$ cat config.mk
export PLATFORM = sky130hd
export DESIGN_NAME = escaped_packet_framer
export DESIGN_NICKNAME = d
export VERILOG_FILES = /design/src/hdl/efp_pkg.sv /design/src/hdl/efp_regs.sv /design/src/hdl/efp_front.sv /design/src/hdl/efp_queue.sv /design/src/hdl/efp_back.sv /design/src/hdl/escaped_packet_framer.sv
export SDC_FILE = /design/constraint.sdc
export NUM_CORES = 1
export LEC_CHECK = 0
export BUFFER_PORTS_ARGS = -buffer_cell sky130_fd_sc_hd__buf_2
export CORE_MARGIN = 2
export CORE_UTILIZATION = 50
export CTS_BUF_LIST = sky130_fd_sc_hd__clkbuf_8
export DETAILED_ROUTE_END_ITERATION = 10
export HOLD_SLACK_MARGIN = 0.05
export PLACE_DENSITY = 0.69
export SYNTH_ARGS = -nofsm -noshare
export SYNTH_HDL_FRONTEND = slang
export SYNTH_SLANG_ARGS = --single-unit
$ cat constraint.sdc
create_clock -name clk -period 16.4 [get_ports clk]
set_input_delay 3.28 -clock clk [delete_from_list [all_inputs] [get_ports clk]]
set_output_delay 3.28 -clock clk [all_outputs]
set_load 0.005 [all_outputs]
$ cat src/hdl/efp_pkg.sv
// shared types, constants and register codes for the escaped packet framer
package efp_pkg;

    localparam int DEF_MAX_PAYLOAD_BYTES = 8;
    localparam int QUEUE_DEPTH           = 2;
    localparam int HDR_BYTES             = 6;
    localparam int CFG_ADDR_W            = 4;
    localparam int CFG_DATA_W            = 32;
    localparam int SIZE_W                = 4;

    localparam logic [7:0] SOF_VALUE_RST   = 8'd126;
    localparam logic [7:0] ESC_VALUE_RST   = 8'd125;
    localparam logic [7:0] ESCAPE_MASK_RST = 8'd32;

    localparam logic [1:0] REG_SOF_VALUE   = 2'd0;
    localparam logic [1:0] REG_ESC_VALUE   = 2'd1;
    localparam logic [1:0] REG_ESCAPE_MASK = 2'd2;

    typedef struct packed {
        logic [7:0] sof_value;
        logic [7:0] esc_value;
        logic [7:0] escape_mask;
    } cfg_t;

    typedef enum logic [2:0] {
        ST_IDLE,
        ST_REJECT,
        ST_START,
        ST_DATA,
        ST_ESCAPED,
        ST_CHECKSUM
    } efp_state_t;

endpackage

$ cat src/hdl/efp_regs.sv
// configuration register file behind the apb port
module efp_regs
    import efp_pkg::*;
(
    input  logic                  clk,
    input  logic                  rst_n,
    input  logic                  psel,
    input  logic                  penable,
    input  logic                  pwrite,
    input  logic [CFG_ADDR_W-1:0] paddr,
    input  logic [CFG_DATA_W-1:0] pwdata,
    output logic [CFG_DATA_W-1:0] prdata,
    output logic                  pready,
    output cfg_t                  cfg
);

    cfg_t       cfg_reg;
    cfg_t       cfg_next;
    logic [1:0] reg_idx;
    logic       wr_en;

    assign reg_idx = paddr[3:2];
    assign wr_en   = psel && penable && pwrite;
    assign pready  = 1'b1;
    assign cfg     = cfg_reg;

    always_comb
    begin
        cfg_next = cfg_reg;
        if (wr_en)
        begin
            unique case (reg_idx)
                REG_SOF_VALUE:   cfg_next.sof_value   = pwdata[7:0];
                REG_ESC_VALUE:   cfg_next.esc_value   = pwdata[7:0];
                REG_ESCAPE_MASK: cfg_next.escape_mask = pwdata[7:0];
                default:         cfg_next = cfg_reg;
            endcase
        end
    end

    always_comb
    begin
        unique case (reg_idx)
            REG_SOF_VALUE:   prdata = {24'd0, cfg_reg.sof_value};
            REG_ESC_VALUE:   prdata = {24'd0, cfg_reg.esc_value};
            REG_ESCAPE_MASK: prdata = {24'd0, cfg_reg.escape_mask};
            default:         prdata = '0;
        endcase
    end

    always_ff @(posedge clk or negedge rst_n)
    begin
        if (!rst_n)
        begin
            cfg_reg.sof_value   <= SOF_VALUE_RST;
            cfg_reg.esc_value   <= ESC_VALUE_RST;
            cfg_reg.escape_mask <= ESCAPE_MASK_RST;
        end
        else
        begin
            cfg_reg <= cfg_next;
        end
    end

endmodule

$ cat src/hdl/efp_front.sv
// record classifier: reject check and payload alignment into a queue entry
module efp_front
    import efp_pkg::*;
#(
    parameter int MAX_PAYLOAD_BYTES = DEF_MAX_PAYLOAD_BYTES,
    parameter int PW = 8 * MAX_PAYLOAD_BYTES,
    parameter int DW = 48 + PW,
    parameter int CW = $clog2(HDR_BYTES + MAX_PAYLOAD_BYTES + 1),
    parameter int EW = 1 + DW + CW
)
(
    input  logic [31:0]       timestamp,
    input  logic [15:0]       msg_id,
    input  logic [63:0]       payload,
    input  logic [SIZE_W-1:0] payload_size,
    input  logic              type_supported,
    output logic [EW-1:0]     entry
);

    logic              reject;
    logic [SIZE_W-1:0] gap;
    logic [PW-1:0]     pl_aligned;
    logic [CW-1:0]     byte_cnt;

    assign reject     = !type_supported || (payload_size > SIZE_W'(MAX_PAYLOAD_BYTES));
    assign gap        = SIZE_W'(MAX_PAYLOAD_BYTES) - payload_size;
    assign pl_aligned = payload[PW-1:0] << {gap, 3'b000};
    assign byte_cnt   = CW'(payload_size) + CW'(HDR_BYTES);
    assign entry      = {reject, timestamp, msg_id, pl_aligned, byte_cnt};

endmodule

$ cat src/hdl/efp_queue.sv
// short item queue between classifier and serializer
module efp_queue
    import efp_pkg::*;
#(
    parameter int EW    = 8,
    parameter int DEPTH = QUEUE_DEPTH
)
(
    input  logic          clk,
    input  logic          rst_n,
    input  logic          push,
    input  logic [EW-1:0] wr_data,
    output logic          full,
    input  logic          pop,
    output logic [EW-1:0] rd_data,
    output logic          not_empty
);

    localparam int PTR_W = (DEPTH > 1) ? $clog2(DEPTH) : 1;
    localparam int CNT_W = $clog2(DEPTH + 1);

    logic [EW-1:0]    mem [DEPTH];
    logic [PTR_W-1:0] wr_ptr_reg;
    logic [PTR_W-1:0] wr_ptr_next;
    logic [PTR_W-1:0] rd_ptr_reg;
    logic [PTR_W-1:0] rd_ptr_next;
    logic [CNT_W-1:0] count_reg;
    logic [CNT_W-1:0] count_next;

    assign full      = (count_reg == CNT_W'(DEPTH));
    assign not_empty = (count_reg != '0);
    assign rd_data   = mem[rd_ptr_reg];

    always_comb
    begin
        wr_ptr_next = wr_ptr_reg;
        rd_ptr_next = rd_ptr_reg;
        count_next  = count_reg;
        if (push)
        begin
            wr_ptr_next = (wr_ptr_reg == PTR_W'(DEPTH - 1)) ? '0 : wr_ptr_reg + 1'b1;
        end
        if (pop)
        begin
            rd_ptr_next = (rd_ptr_reg == PTR_W'(DEPTH - 1)) ? '0 : rd_ptr_reg + 1'b1;
        end
        if (push && !pop)
        begin
            count_next = count_reg + 1'b1;
        end
        else if (pop && !push)
        begin
            count_next = count_reg - 1'b1;
        end
    end

    always_ff @(posedge clk)
    begin
        if (push)
        begin
            mem[wr_ptr_reg] <= wr_data;
        end
    end

    always_ff @(posedge clk or negedge rst_n)
    begin
        if (!rst_n)
        begin
            wr_ptr_reg <= '0;
            rd_ptr_reg <= '0;
            count_reg  <= '0;
        end
        else
        begin
            wr_ptr_reg <= wr_ptr_next;
            rd_ptr_reg <= rd_ptr_next;
            count_reg  <= count_next;
        end
    end

endmodule

$ cat src/hdl/efp_back.sv
// frame serializer: SOF, stuffed data, checksum, one byte per cycle unless stalled
module efp_back
    import efp_pkg::*;
#(
    parameter int MAX_PAYLOAD_BYTES = DEF_MAX_PAYLOAD_BYTES,
    parameter int PW = 8 * MAX_PAYLOAD_BYTES,
    parameter int DW = 48 + PW,
    parameter int CW = $clog2(HDR_BYTES + MAX_PAYLOAD_BYTES + 1),
    parameter int EW = 1 + DW + CW
)
(
    input  logic          clk,
    input  logic          rst_n,
    input  cfg_t          cfg,
    input  logic          q_not_empty,
    input  logic [EW-1:0] q_data,
    output logic          q_pop,
    output logic          out_valid,
    input  logic          out_ready,
    output logic [7:0]    out_byte,
    output logic          last_byte,
    output logic          rejected
);

    efp_state_t    state_reg;
    efp_state_t    state_next;
    logic [DW-1:0] data_reg;
    logic [DW-1:0] data_next;
    logic [CW-1:0] cnt_reg;
    logic [CW-1:0] cnt_next;
    logic [7:0]    sum_reg;
    logic [7:0]    sum_next;
    logic [7:0]    pend_reg;
    logic [7:0]    pend_next;
    logic          final_reg;
    logic          final_next;
    logic          out_valid_reg;
    logic          out_valid_next;
    logic [7:0]    out_byte_reg;
    logic [7:0]    out_byte_next;
    logic          last_reg;
    logic          last_next;
    logic          rej_reg;
    logic          rej_next;

    logic          adv;
    logic          q_reject;
    logic [7:0]    cur_byte;
    logic          cur_special;
    logic          sum_special;

    assign adv         = !out_valid_reg || out_ready;
    assign q_reject    = q_data[EW-1];
    assign cur_byte    = data_reg[DW-1 -: 8];
    assign cur_special = (cur_byte == cfg.sof_value) || (cur_byte == cfg.esc_value);
    assign sum_special = (sum_reg == cfg.sof_value) || (sum_reg == cfg.esc_value);

    assign out_valid = out_valid_reg;
    assign out_byte  = out_byte_reg;
    assign last_byte = last_reg;
    assign rejected  = rej_reg;

    // next state
    always_comb
    begin
        state_next = state_reg;
        unique case (state_reg)
            ST_IDLE:
            begin
                if (q_not_empty)
                begin
                    state_next = q_reject ? ST_REJECT : ST_START;
                end
            end
            ST_REJECT:
            begin
                if (adv)
                begin
                    state_next = ST_IDLE;
                end
            end
            ST_START:
            begin
                if (adv)
                begin
                    state_next = ST_DATA;
                end
            end
            ST_DATA:
            begin
                if (adv)
                begin
                    if (cur_special)
                    begin
                        state_next = ST_ESCAPED;
                    end
                    else if (cnt_reg == CW'(1))
                    begin
                        state_next = ST_CHECKSUM;
                    end
                end
            end
            ST_ESCAPED:
            begin
                if (adv)
                begin
                    if (final_reg)
                    begin
                        state_next = ST_IDLE;
                    end
                    else if (cnt_reg == '0)
                    begin
                        state_next = ST_CHECKSUM;
                    end
                    else
                    begin
                        state_next = ST_DATA;
                    end
                end
            end
            ST_CHECKSUM:
            begin
                if (adv)
                begin
                    state_next = sum_special ? ST_ESCAPED : ST_IDLE;
                end
            end
            default: state_next = ST_IDLE;
        endcase
    end

    // datapath and output register
    always_comb
    begin
        q_pop          = 1'b0;
        data_next      = data_reg;
        cnt_next       = cnt_reg;
        sum_next       = sum_reg;
        pend_next      = pend_reg;
        final_next     = final_reg;
        out_valid_next = out_valid_reg;
        out_byte_next  = out_byte_reg;
        last_next      = last_reg;
        rej_next       = rej_reg;
        if (adv)
        begin
            out_valid_next = 1'b0;
        end
        unique case (state_reg)
            ST_IDLE:
            begin
                if (q_not_empty)
                begin
                    q_pop      = 1'b1;
                    data_next  = q_data[CW +: DW];
                    cnt_next   = q_data[CW-1:0];
                    final_next = 1'b0;
                end
            end
            ST_REJECT:
            begin
                if (adv)
                begin
                    out_valid_next = 1'b1;
                    out_byte_next  = 8'd0;
                    last_next      = 1'b1;
                    rej_next       = 1'b1;
                end
            end
            ST_START:
            begin
                if (adv)
                begin
                    out_valid_next = 1'b1;
                    out_byte_next  = cfg.sof_value;
                    last_next      = 1'b0;
                    rej_next       = 1'b0;
                    sum_next       = cfg.sof_value;
                end
            end
            ST_DATA:
            begin
                if (adv)
                begin
                    out_valid_next = 1'b1;
                    last_next      = 1'b0;
                    rej_next       = 1'b0;
                    sum_next       = sum_reg + cur_byte;
                    data_next      = data_reg << 8;
                    cnt_next       = cnt_reg - 1'b1;
                    if (cur_special)
                    begin
                        out_byte_next = cfg.esc_value;
                        pend_next     = cur_byte ^ cfg.escape_mask;
                        final_next    = 1'b0;
                    end
                    else
                    begin
                        out_byte_next = cur_byte;
                    end
                end
            end
            ST_ESCAPED:
            begin
                if (adv)
                begin
                    out_valid_next = 1'b1;
                    out_byte_next  = pend_reg;
                    last_next      = final_reg;
                    rej_next       = 1'b0;
                end
            end
            ST_CHECKSUM:
            begin
                if (adv)
                begin
                    out_valid_next = 1'b1;
                    rej_next       = 1'b0;
                    if (sum_special)
                    begin
                        out_byte_next = cfg.esc_value;
                        last_next     = 1'b0;
                        pend_next     = sum_reg ^ cfg.escape_mask;
                        final_next    = 1'b1;
                    end
                    else
                    begin
                        out_byte_next = sum_reg;
                        last_next     = 1'b1;
                    end
                end
            end
            default:
            begin
                q_pop = 1'b0;
            end
        endcase
    end

    always_ff @(posedge clk or negedge rst_n)
    begin
        if (!rst_n)
        begin
            state_reg     <= ST_IDLE;
            out_valid_reg <= 1'b0;
        end
        else
        begin
            state_reg     <= state_next;
            out_valid_reg <= out_valid_next;
        end
    end

    always_ff @(posedge clk)
    begin
        data_reg     <= data_next;
        cnt_reg      <= cnt_next;
        sum_reg      <= sum_next;
        pend_reg     <= pend_next;
        final_reg    <= final_next;
        out_byte_reg <= out_byte_next;
        last_reg     <= last_next;
        rej_reg      <= rej_next;
    end

endmodule

$ cat src/hdl/escaped_packet_framer.sv
// top level of the escaped packet framer
//
//   channel   direction  handshake                  payload
//   in        input      in_valid / in_ready        timestamp msg_id payload payload_size
//                                                   type_supported
//   out       output     out_valid / out_ready      out_byte last_byte rejected
//   apb       input      psel penable pwrite pready paddr pwdata prdata
//
// a frame leaves the serializer output register one byte per cycle unless out_ready stalls
// a record is 8 + payload_size bytes after its queue pickup, up to 31 with escapes
// a rejected record gives one zero byte with rejected and last_byte set
// the two-entry queue takes items until full while the serializer is stalled by out_ready
// reset clears queue and serializer control; registers return to 126, 125, 32
module escaped_packet_framer
    import efp_pkg::*;
#(
    parameter int MAX_PAYLOAD_BYTES = DEF_MAX_PAYLOAD_BYTES
)
(
    input  logic                  clk,
    input  logic                  rst_n,
    input  logic                  in_valid,
    output logic                  in_ready,
    input  logic [31:0]           timestamp,
    input  logic [15:0]           msg_id,
    input  logic [63:0]           payload,
    input  logic [SIZE_W-1:0]     payload_size,
    input  logic                  type_supported,
    output logic                  out_valid,
    input  logic                  out_ready,
    output logic [7:0]            out_byte,
    output logic                  last_byte,
    output logic                  rejected,
    input  logic                  psel,
    input  logic                  penable,
    input  logic                  pwrite,
    input  logic [CFG_ADDR_W-1:0] paddr,
    input  logic [CFG_DATA_W-1:0] pwdata,
    output logic [CFG_DATA_W-1:0] prdata,
    output logic                  pready
);

    localparam int PW = 8 * MAX_PAYLOAD_BYTES;
    localparam int DW = 48 + PW;
    localparam int CW = $clog2(HDR_BYTES + MAX_PAYLOAD_BYTES + 1);
    localparam int EW = 1 + DW + CW;

    cfg_t          cfg;
    logic [EW-1:0] entry;
    logic [EW-1:0] q_data;
    logic          q_full;
    logic          q_not_empty;
    logic          q_pop;
    logic          push;

    assign in_ready = !q_full;
    assign push     = in_valid && !q_full;

    efp_regs u_regs (
        .clk     (clk),
        .rst_n   (rst_n),
        .psel    (psel),
        .penable (penable),
        .pwrite  (pwrite),
        .paddr   (paddr),
        .pwdata  (pwdata),
        .prdata  (prdata),
        .pready  (pready),
        .cfg     (cfg)
    );

    efp_front #(
        .MAX_PAYLOAD_BYTES (MAX_PAYLOAD_BYTES),
        .PW                (PW),
        .DW                (DW),
        .CW                (CW),
        .EW                (EW)
    ) u_front (
        .timestamp      (timestamp),
        .msg_id         (msg_id),
        .payload        (payload),
        .payload_size   (payload_size),
        .type_supported (type_supported),
        .entry          (entry)
    );

    efp_queue #(
        .EW    (EW),
        .DEPTH (QUEUE_DEPTH)
    ) u_queue (
        .clk       (clk),
        .rst_n     (rst_n),
        .push      (push),
        .wr_data   (entry),
        .full      (q_full),
        .pop       (q_pop),
        .rd_data   (q_data),
        .not_empty (q_not_empty)
    );

    efp_back #(
        .MAX_PAYLOAD_BYTES (MAX_PAYLOAD_BYTES),
        .PW                (PW),
        .DW                (DW),
        .CW                (CW),
        .EW                (EW)
    ) u_back (
        .clk         (clk),
        .rst_n       (rst_n),
        .cfg         (cfg),
        .q_not_empty (q_not_empty),
        .q_data      (q_data),
        .q_pop       (q_pop),
        .out_valid   (out_valid),
        .out_ready   (out_ready),
        .out_byte    (out_byte),
        .last_byte   (last_byte),
        .rejected    (rejected)
    );

endmodule

After elaboration in Yosys (flattened, before gate mapping)
Memories as Yosys holds them, arrays and structs flattened.
Cells that the tools add are included.
{"block": "totals", "output_inout_bits": 45, "input_bits": 160, "memories": 1, "ff_bits": 175, "ram_bits": 234, "elab_cells": 152}
{"name": "u_queue.mem", "words": 2, "word_bits": 117, "read_ports": 1, "rd_clocked_by_memory_dff": 0, "write_ports": 1, "line_no": "efp_queue.sv:22", "text": "logic [EW-1:0] mem [DEPTH];"}
{"block": "op_classes", "eq_ne": 24, "bitwise": 2, "addsub": 8, "n_mux": 59, "reduce_logical": 40, "order_cmp": 1, "shifts": 1}
{"op": "$mux W112", "n": 2}
{"op": "$pmux W112 S2", "n": 1}
{"op": "$mux W8", "n": 12}
{"op": "$shl A64 B7 Y64", "n": 1}
{"op": "$pmux W8 S5", "n": 1}
{"op": "$mux W3", "n": 11}
{"op": "$eq A8 B8 Y1", "n": 4}
{"op": "$pmux W8 S2", "n": 2}
{"op": "$pmux W8 S3", "n": 1}
{"op": "$mux W1", "n": 19}
{"op": "$ne A2 B1 Y1 const B", "n": 9}
{"op": "$pmux W3 S6", "n": 1}
{"op": "$xor A8 B8 Y8", "n": 2}
{"op": "$reduce_and A6 Y1", "n": 2}
{"op": "$reduce_bool A2 Y1", "n": 6}
{"op": "$reduce_and A5 Y1", "n": 2}
{"op": "$reduce_and A3 Y1", "n": 3}
{"op": "$add A8 B8 Y8", "n": 1}
{"op": "$mux W4", "n": 2}
{"op": "$pmux W4 S2", "n": 1}
{"op": "$reduce_and A7 Y1", "n": 1}
{"op": "$eq A3 B2 Y1 const B", "n": 2}
{"op": "$eq A3 B3 Y1 const B", "n": 2}
{"op": "$mux W2", "n": 3}
{"op": "other kinds (29)", "n": 44}

Logic depth before layout (Yosys ltp)
{"block": "depth", "ltp_word": 7, "depth_mapped": 11, "mapped_depth_nobuf": 9}

Cells and area by module
A second synthesis with hierarchy kept.
{"block": "hier_totals", "hier_cells": 1326, "hier_area_um2": 19541.2}
{"mod": "efp_queue", "seq_area_each_um2": 7126.8, "cells_per_inst": 380, "n_inst": 1, "area_per_inst_um2": 8698.3}
{"mod": "efp_back", "seq_area_each_um2": 4394.2, "cells_per_inst": 507, "n_inst": 1, "area_per_inst_um2": 7359.6}
{"mod": "efp_front", "seq_area_each_um2": 0.0, "cells_per_inst": 329, "n_inst": 1, "area_per_inst_um2": 2123.3}
{"mod": "efp_regs", "seq_area_each_um2": 616.8, "cells_per_inst": 108, "n_inst": 1, "area_per_inst_um2": 1350.0}
{"mod": "escaped_packet_framer", "seq_area_each_um2": 0.0, "cells_per_inst": 2, "n_inst": 1, "area_per_inst_um2": 10.0}

Least setup slack after synthesis
No wires, ideal clock.
{"block": "synth_timing", "path_type": "input -> register", "startpoint": "in out_ready", "endpoint": "reg u_back.cnt_reg[0], enable pin", "path_slack_ns": 6.680, "required_ns": 15.771, "setup_time_ns": 0.629, "path_stages": 3, "arrival_ns": 9.091, "path_buffers": 0, "cell_sequence": "nand2b_1 -> nand3_1 -> a21oi_1"}
{"block": "synth_between", "elab_chain_cells": 3}
{"item": "start: declaration", "line_no": "escaped_packet_framer.sv:30", "text": "input logic out_ready,"}
{"item": "$logic_or A1 B1 Y1", "line_no": "efp_back.sv:52", "text": "assign adv = !out_valid_reg || out_ready;"}
{"item": "$ne A2 B1 Y1 (no source line)"}
{"item": "$reduce_and A3 Y1 (no source line)"}
{"item": "end signal: assignment", "line_no": "efp_back.sv:257", "text": "cnt_reg <= cnt_next;"}
{"item": "end: declaration", "line_no": "efp_back.sv:29", "text": "logic [CW-1:0] cnt_reg;"}
No other way between the ends.
A chain may end at the register's enable or synchronous reset.

Final worst setup path
{"block": "layout_timing", "startpoint": "in paddr[3]", "endpoint": "out prdata[1]"}
{"block": "layout_between", "elab_chain_cells": 2, "word_cells_on_any_way": 4, "classes_between": "eq/ne (2); mux (1); reduce/logical (1)"}
{"item": "start: declaration", "line_no": "escaped_packet_framer.sv:37", "text": "input logic [CFG_ADDR_W-1:0] paddr,"}
{"item": "$eq A2 B2 Y1, or another cell as far along", "line_no": "efp_regs.sv:43", "text": "unique case (reg_idx)"}
{"item": "$pmux W8 S3 (*)", "line_no": "efp_regs.sv:43"}
{"item": "end: declaration", "line_no": "escaped_packet_framer.sv:39", "text": "output logic [CFG_DATA_W-1:0] prdata,"}
Every way passes the cells marked *; elsewhere a longest branch is shown, timed or not.

==> results.toml <==
[clocking]
cts_resized = 0
cts_hold_buffers = 0
cts_sinks = 409
h-tree-depth = 3
path_clk_slew_ns = 0.06
post_cts_buffers = 0
clk_path_buf_depth = 3
cts_buffers = 68
clkLatencyLatePin_ns = 0.59
ctsRootBufferMaster = "clkbuf_8"
cts_tree = "yes"

[drt]
firstDrtPassIters = 5
avgViaCountPerCell = 5.44
routedWlPerCell_um = 18.7
wirelength_mm = 38.1
num_vias = 11100
drtAntennaViolNets = 0
drc = 0
first_iter_violations = 674

[timing]
slew-limit-headroom_pct = 22.8
finalHoldViolCount = 0
clock_skew_ns = 0.0319
hold-worst-slack_ns = 0.511
max_slew.worst_pin.slew_ns = 1.15
finalSetupTns_ns = 0
setup_viol = 0
fin_crit_ns = 7.68
fmax_ghz = 0.130
rsz0062_at_grt = "false"
slew_viol_final = 0
period_share_pct = 46.8

[setup_path]
crit_type = "primary input to primary output"
r2r_cells = 5
crit_required_ns = 13.12
cp_max_fo = 12
worstSetupEndpointType = "primary output"
arrival_ns = 4.40
start_kind = "primary input"

[die]
start_util_pct = 50.6
die-area_sq_um = 38500
die_w_um = 196
dieHeight_um = 196
core_region_area_sq_um = 36500
row_count = 70
ios = 205

[global_routing]
grt_overflow = 0
grt_pass1_vias = 11000
grt_max_degree = 102
track_usage_pct = 19.7
antenna_found_initial = 0
grt_pass1_wl_mm = 59.1

[final_layout]
final_common_cell = "edfxtp_1"
drive_gt1_share_pct = 21.0
final_cell_mix = "edfxtp_1 (377), mux2i_1 (176), buf_2 (153)"
post-route-util_pct = 56.6
area_delta_synth_final_pct = 11.8
largest_reg_flops = 234
final_cells = 2041
antenna_cells = 0
fin_nets = 1700

[power_and_ir_drop]
p_per_area_nw_per_um2 = 175
ir_drop_mv = 0.0826
p_leak_nw = 7.68

[synth]
synth_edf_count = 377
synthFlopType = "edfxtp_1"
ys_types = 52
seq_area_frac_synth_pct = 65.6
synthArstFlopShare_pct = 7.82
synth_area_per_cell_sq_um = 13.4
synth_warnings = 0
netlist_area_sq_um = 18500
ys_ff_latch = 409
synthCells = 1377

[placed_design]
dp_hpwl_mm = 24.1
place.gp.congestion = 0.867
dp_cells = 1925
port_buffers = 153

[run_status]
status = "finished, final reports clean"

[min_path]
whs_path_depth = 2
hp-class = "flip-flop to flip-flop"

[job]
drv_cap = 0
[worst max-delay path, stage by stage]
cell	delay (ns)
buf_2	0.22
nor2b_1	0.56
nand2_1	0.11
o21ai_0	0.09
buf_2	0.13
[layout make-up]
type                    instances  area (sq um)
clock buffers                  69           950
clock inverters                47           256
fillers                      2960         15800
inverters                      15          56.3
multi-input cells             866          5820
flip-flops and latches        409         12100
well taps                     468           586
repair buffers                167           871
[cells in the mapped netlist, drive strengths merged (2+ instances only)]
master	instances	area share [%]
a211oi	3	0.12
a21o	2	0.081
a21oi	35	0.95
a221o	2	0.11
a22oi	8	0.32
a31oi	2	0.068
and2	13	0.44
and3	2	0.068
buf	78	2.5
clkbuf	32	0.68
conb	2	0.041
dfrtp	19	2.6
dfstp	13	1.8
edfxtp	377	61
ha	12	0.81
inv	15	0.30
mux2	56	3.4
mux2i	176	9.5
nand2	148	3.0
nand2b	6	0.20
nand3	3	0.081
nand4	8	0.34
nor2	96	2.0
nor2b	8	0.27
nor3	9	0.27
nor4	2	0.068
o21ai	150	4.1
o22a	7	0.33
o22ai	20	0.75
o2bb2ai	2	0.095
o32ai	7	0.33
xnor2	48	2.3
xor2	7	0.33
[cells by family (layout without fill, tap and decap cells)]
kind of cell | count (synthesis) | count (layout) | synth area share, %
xor+xnor | 55 | 55 | 2.65
other cells | 2 | 25 | 0.0406
simple gates | 298 | 298 | 6.85
mux | 232 | 232 | 12.9
flops | 409 | 409 | 65.6
buf+inv | 125 | 298 | 3.48
fa+ha+maj | 13 | 13 | 0.920
compound gates | 243 | 243 | 7.48
[routing by layer]
layer	routed length, um	track usage [%]	part of all wire, %	vias to the layer above
met5	0	0	0	-
met4	635	6.12	1.7	0
met3	1900	3.28	5.0	53
met2	18300	32.1	48	331
met1	17300	27.1	45	5393
li1	-	-	-	5330
[final timing paths]
kind,start,to,slack [ns]
max,paddr[3],prdata[1],8.72
min,u_back.data_reg[41]$_DFFE_PP_,u_back.data_reg[49]$_DFFE_PP_,0.51
max reg2reg,u_back.state_reg[1]$_DFFE_PN0P_,u_back.data_reg[94]$_DFFE_PP_,12.14
min reg2reg,u_back.data_reg[41]$_DFFE_PP_,u_back.data_reg[49]$_DFFE_PP_,0.51
max in group asynchronous,rst_n,u_queue.rd_ptr_reg$_DFFE_PN0P_,13.08
min in group asynchronous,rst_n,u_regs.cfg[9]$_DFFE_PN0P_,2.77
[report_power, final]
group	total (mW)	internal [mW]	switching, mW	leakage [nW]
Sequential	1.83	1.65	0.174	3.93
Clock	0.810	0.423	0.387	0.697
Combinational	0.980	0.368	0.612	3.06
Total	3.62	2.44	1.17	7.68
[stage by stage]
step / total power [mW] / setup WS, ns / cell area [sq um]
after floorplan: 2.60 / 6.68 / 18600
after global placement: 2.81 / 8.69 / 19500
after detailed placement: 2.84 / 8.70 / 19500
after CTS: 3.66 / 8.69 / 20700
after global routing: 3.83 / 8.56 / 20700
final: 3.62 / 8.72 / 20700
No activity file was read; power rests on OpenSTA's default activity.
